## src/sssp_pkg.sv

```systemverilog
// package: constants and types for the shortest path block
`timescale 1ns / 1ps
package sssp_pkg;
	localparam int MaxNodes = 64;
	localparam int MaxArcs = 256;
	localparam int NodeW = $clog2(MaxNodes);
	localparam int ArcW = $clog2(MaxArcs);
	localparam int DistW = 15;
	localparam int NcW = $clog2(MaxNodes + 1);
	localparam int AcW = $clog2(MaxArcs + 1);
	localparam logic [DistW-1:0] DistSat = 15'd32767;
	localparam logic [1:0] RegNodeCount = 2'd0;
	localparam logic [1:0] RegArcCount = 2'd1;
	localparam logic ActLoad = 1'b0;
	localparam logic ActRun = 1'b1;

	typedef struct packed {
		logic             vld;
		logic [NodeW-1:0] from;
		logic [NodeW-1:0] to;
		logic [DistW-1:0] weight;
	} arc_t;

	typedef struct packed {
		logic             found;
		logic [DistW:0]   best;
		logic [NodeW-1:0] best_to;
	} best_t;
endpackage

```

## src/sssp_cell.sv

```systemverilog
// node cell: holds one node's distance and visited flag, forwards arc words
`timescale 1ns / 1ps
module sssp_cell import sssp_pkg::*; (
	input  logic             clk,
	input  logic             arst_n,
	input  logic [NodeW-1:0] node_id,
	input  logic             clr,
	input  logic             seed,
	input  logic             commit,
	input  logic [NodeW-1:0] commit_to,
	input  logic [DistW-1:0] commit_dist,
	input  arc_t             arc_in,
	output arc_t             arc_out,
	input  logic [DistW:0]   sum_in,
	output logic [DistW:0]   sum_out,
	input  logic             ok_in,
	output logic             ok_out,
	output logic [DistW-1:0] node_dist
);
	logic [DistW-1:0] dist_q;
	logic             vis_q;
	logic             ok_d;
	logic [DistW:0]   sum_d;

	always_comb begin
		ok_d = ok_in;
		sum_d = sum_in;
		if (arc_in.from == node_id) begin
			ok_d = ok_d & vis_q;
			sum_d = {1'b0, dist_q} + {1'b0, arc_in.weight};
		end
		if (arc_in.to == node_id) ok_d = ok_d & ~vis_q;
	end

	always_ff @(posedge clk or negedge arst_n) begin
		if (!arst_n) begin
			dist_q <= DistSat;
			vis_q <= 1'b0;
		end else if (clr) begin
			dist_q <= seed ? '0 : DistSat;
			vis_q <= seed;
		end else if (commit && commit_to == node_id) begin
			dist_q <= commit_dist;
			vis_q <= 1'b1;
		end
	end

	always_ff @(posedge clk or negedge arst_n) begin
		if (!arst_n) begin
			arc_out <= '0;
			sum_out <= '0;
			ok_out <= 1'b0;
		end else begin
			arc_out <= arc_in;
			sum_out <= sum_d;
			ok_out <= ok_d;
		end
	end

	assign node_dist = dist_q;
endmodule

```

## config.mk

```make
export PLATFORM = sky130hd
export DESIGN_NAME = sssp_cell
export DESIGN_NICKNAME = d
export VERILOG_FILES = /design/src/sssp_pkg.sv /design/src/sssp_cell.sv
export SDC_FILE = /design/constraint.sdc
export NUM_CORES = 1
export LEC_CHECK = 0
export BUFFER_PORTS_ARGS = -buffer_cell sky130_fd_sc_hd__buf_4
export CAP_MARGIN = 20
export CORE_MARGIN = 2
export CORE_UTILIZATION = 35
export DETAILED_ROUTE_END_ITERATION = 8
export GPL_TIMING_DRIVEN = 0
export PLACE_DENSITY_LB_ADDON = 0.05
export REMOVE_ABC_BUFFERS = 1
export SLEW_MARGIN = 20
export SYNTH_ARGS = -nofsm -noshare
export SYNTH_HDL_FRONTEND = slang
export SYNTH_SLANG_ARGS = --single-unit
export TNS_END_PERCENT = 1
```

## constraint.sdc

```tcl
create_clock -name clk -period 2.8 [get_ports clk]
set_input_delay 0.56 -clock clk [delete_from_list [all_inputs] [get_ports clk]]
set_output_delay 0.56 -clock clk [all_outputs]
set_load 0.01 [all_outputs]
```

; Word level (Yosys, flattened, before mapping)
; Index checks and enable logic that the tools add are counted.
[totals]
ff_bits = 61
inputBits = 77
[op_classes]
mux = 8
addsub = 1
bitwise_logic = 3
n_eq_ne = 3
reduce_logical = 2
[ops]
columns = op, n
row1 = 15-bit two-way mux, 3
row2 = 6-bit equality test, 3
row3 = 15-bit by 15-bit adder with 16-bit output, 1
row4 = 16-bit two-way mux, 1
row5 = 1-bit two-way mux, 4
row6 = 1-bit AND, 2
row7 = 2-bit nonzero test, 1
row8 = 1-bit logical AND, 1
row9 = 1-bit NOT, 1

; Logic depth before layout (Yosys ltp)
[logic_depth]
ltp_word = 4
depth_mapped = 7

; Worst setup path before layout
; Ideal clock, no wire load.
[synth_timing]
kind = input to register
start = in arc_in[0] (netlist bit)
end = reg sum_out[10]
path_slack_ns = 0.563
t_required_ns = 2.671
path_stages = 7
arrival_ns = 2.108
setup_time_ns = 0.129
cell_sequence = ha_1 > fa_1 > a21o_1 > a221o_1 > a41oi_1 > or4_1 > nand3_1
[synth_between]
elab_chain_cells = 2
[synth_lines]
columns = element, line_no
row1 = "start, declared", sssp_cell.sv:12  ; input arc_t arc_in,
row2 = 15-bit by 15-bit adder with 16-bit output, sssp_cell.sv:30  ; sum_d = {1'b0, dist_q} + {1'b0, arc_in.weight};
row3 = 16-bit two-way mux, sssp_cell.sv:28  ; if (arc_in.from == node_id) begin
row4 = via sum_d[10], sssp_cell.sv:23  ; logic [DistW:0] sum_d;
row5 = "end signal, assigned", sssp_cell.sv:55  ; sum_out <= sum_d;
row6 = "end, declared", sssp_cell.sv:15  ; output logic [DistW:0] sum_out,
; The timed path passes the listed nets, and every way through them passes these cells.
; A chain may end at the register's enable or synchronous reset.

; Final worst setup path
[layout_timing]
start = reg dist_q[0], in the netlist node_dist[0]
end = reg sum_out[14]
[layout_between]
elab_chain_cells = 2
[layout_lines]
columns = element, line_no
row1 = "start, declared", sssp_cell.sv:20  ; logic [DistW-1:0] dist_q;
row2 = "start signal, assigned", sssp_cell.sv:37  ; dist_q <= DistSat;
row3 = "start signal, assigned", sssp_cell.sv:40  ; dist_q <= seed ? '0 : DistSat;
row4 = "start signal, assigned", sssp_cell.sv:43  ; dist_q <= commit_dist;
row5 = 15-bit by 15-bit adder with 16-bit output, sssp_cell.sv:30
row6 = 16-bit two-way mux, sssp_cell.sv:28
row7 = via sum_d[14], sssp_cell.sv:23
; The timed path passes the listed nets, and every way through them passes these cells.

==> metrics.md <==
| Metric | Value |
|---|---|
| Outcome | completed |
| Worst min-delay path category | input pin to asynchronous set/reset pin |
| RSZ-0062 raised after global routing | no |
| Die W | 96.2 µm |
| Crit Path Class | flop to flop |
| Max Clk Rate | 435 MHz |
| Mux contribution to synthesized area | 0% |
| Simple-Gate Fraction of Synth Area | 16.6% |
| Top cells by area, synth | dfrtp_1, dfstp_2, ha_1 |
| Largest net degree at the start of global routing | 62 |
| First-pass GRT wire length | between 10,000 and 15,000 µm |
| Total of max-cap violations | 0 |
| CTS tree | yes |
| Root Driver | clkbuf_8 |
| Buffers on Ports | around 140 |
| Drt via density | 4.86 |
| Area grow syn2layout | 41.8% |
| Placed cells | roughly 500 |
| Initial Utilization | between 30% and 40% |
| Cell Pwr Density | 525 mW/mm² |
| Xor and xnor fraction of the mapped netlist area | 6.76% |
| Cell area after synthesis | between 0.002 and 0.003 mm² |
| Gp weighted congestion | approximately 0.77 |
| Warnings from Yosys | 0 |
| H-tree levels | 3 |
| Core area | 0.00822 mm² |
| Post-route minimum period | 2300 ps |
| Final HPWL DP | 5830 µm |
| Avg Inst Size Synth | 10.4 µm² |
| FP Rows | 33 |
| Worst Tran Pin Value | 980 ps |
| Critical Path RT | 3040 ps |
| Worst-Skew Late Latency | roughly 340 ps |
| Multi-input gate area | 0.00136 mm² |
| Synth async-reset ratio | 100% |
| CP Data Arrival Time | between 2000 and 3000 ps |
| Clock-pin slew on the worst setup and hold paths | 70 ps |
| Slew Viols, Final | 0 |
| Ant diodes | 0 |
| Place WS | 179 ps |
| Grt ovf | 0 |
| Post-route insts no fill | 529 |
| R2R cell count | 7 |
| Setup bufs post-CTS | 0 |
| ANT nets after route | 0 |
| Number of synthesized register bits | 61 |
| Reg2Reg Setup Slack | 500 ps |
| Register cell area after layout | ~0.0015 mm² |
| Synth cell count leaders | dfrtp_1, nand2_1, nor2_1, nand2b_1 |
| Total Power | 2.22 mW |
| Final setup viols | 0 |
| Leading area contributor after synthesis | dfrtp_1 |
| Area share of the largest cell type after synthesis | about two fifths |
| Synth Area in Adders | 6.97% |
| First-pass detailed-route iteration total | 4 |
| DR DRC count | 0 |
| Post-synth cell types | 42 |
| Slew margin rel. | 34.7% |
| Worst Setup Slack, final | 500 ps |
| Fill cells | just under 800 |
| Critical Path Source Type | flop |
| R2r startpoint | node_dist[0] |
| Leakage | ~2.0 nW |
| Endpoints failing hold | 0 |
| Max FO, Critical Path | 5 |
| CTS sink count | 61 |
| Top-count cell post-synth | dfrtp_1 |
| Final wirelength | between 7000 and 8000 µm |
| Seq/Total Area, Yosys | 51.9% |
| Worst clock skew | 6.76 ps |
| Part of the cycle the worst path needs | approximately 82% |
| First DRT Iteration DRCs | 65 |
| Hold_buf cts | 0 |
| Die area | 0.00926 mm² |
| Die height | roughly 96 µm |
| Nets | 512 |
| Vias in the first global route | about 2,500 |
| Synth Flop Type | dfrtp_1 |
| Mapped Cells | 286 |
| Clock Path Buffers | 2 |
| Worst vdd ir | 0.207 mV |
| Vias | 2,570 |
| # IOs | 137 |
| Largest family of logic cells by synthesized area | simple AND/OR/NAND/NOR gates |
| GRT Util Overall | around 18% |
| Layout cell share with drive strength beyond 1 | 39.2% |
| Critical R2R Capture | sum_out[14] |
| Num CTS Buffers | 9 |
| Post-synth EDFFs | 0 |
| Complex-gate fraction of the synthesized area | 15.2% |
| Post-Route Setup TNS | 0 ps |
| Initial antenna violation count | 0 |
| Worst Setup End Kind | flop |
| Post-cts sizing count | 0 |
| DR WL/cell | 14.9 µm |
per-layer routing:
layer  up-vias  wire [µm]  global-route usage [%]
met3         9        706                    5.87
met4         0         97                    6.79
li1       1290          -                       -
met5         -          0                       0
met1      1170       3490                    23.1
met2       101       3570                    28.0
through the flow:
step                cell area, µm²  hold slack [ps]  utilization, %
detailed placement            4070              506            49.5
global route                  4220              308            51.4
finish                        4220              295            51.4
global placement              4070              500            49.5
CTS                           4220              315            51.4
floorplan                     2920              264               -
layout by cell type, fill, tap and decap left out, drive strengths merged, types with 11 or more instances in the layout:
cell type	instances
buf	136
dfrtp	46
nand2	27
nor2	23
nand2b	17
xnor2	16
a21oi	16
a31oi	16
ha	15
dfstp	15
clkbuf	14
nand4	11
layout make-up:
| type | instances | area share, % |
|---|---|---|
| Sequential cell | 61 | 36.6 |
| Clock inverter | 2 | 0.237 |
| Timing Repair Buffer | 136 | 24.2 |
| Clock buffer | 14 | 3.38 |
| Multi-Input combinational cell | 207 | 32.2 |
| Inverter | 4 | 0.355 |
| Tap cell | 105 | 3.11 |
cell families after synthesis:
logic type	Yosys count
adder cells (fa/ha/maj)	16
AO/OA/AOI/OAI	69
XOR/XNOR	23
flip-flops	61
AND/OR/NAND/NOR	99
buffers and inverters	18
worst max-delay path by stage:
stage	start	to	slack (ps)
2_1_floorplan	arc_in[0]	sum_out[10]	560
3_3_place_gp	node_id[0]	sum_out[11]	170
3_5_place_dp	arc_in[21]	sum_out[11]	180
4_1_cts	node_dist[0]	sum_out[14]	490
5_1_grt	node_dist[0]	sum_out[14]	340
6_report	node_dist[0]	sum_out[14]	500
flip-flops by register name, summed over array words and instances (netlist names):
| name | cells |
|---|---|
| arc_out | 28 |
| sum_out | 16 |
| node_dist | 15 |
| ok_out | 1 |
| vis_q | 1 |
where the power goes:
part / switching [mW] / leakage, nW / internal, mW / total (mW)
Combinational: 0.299 / 1.21 / 0.280 / 0.579
Clock: 0.324 / 0.0784 / 0.320 / 0.644
Sequential: 0.0334 / 0.694 / 0.963 / 0.996
Total: 0.656 / 1.99 / 1.56 / 2.22
worst max-delay path: stages, from the launching register on:
cell and delay (ps):
dfstp_2 380, ha_1 210, fa_1 420, a21o_1 220, a221o_1 410, a21oi_1 210, a21boi_0 120, o31ai_1 230
Power figures use the tool's default switching activity.
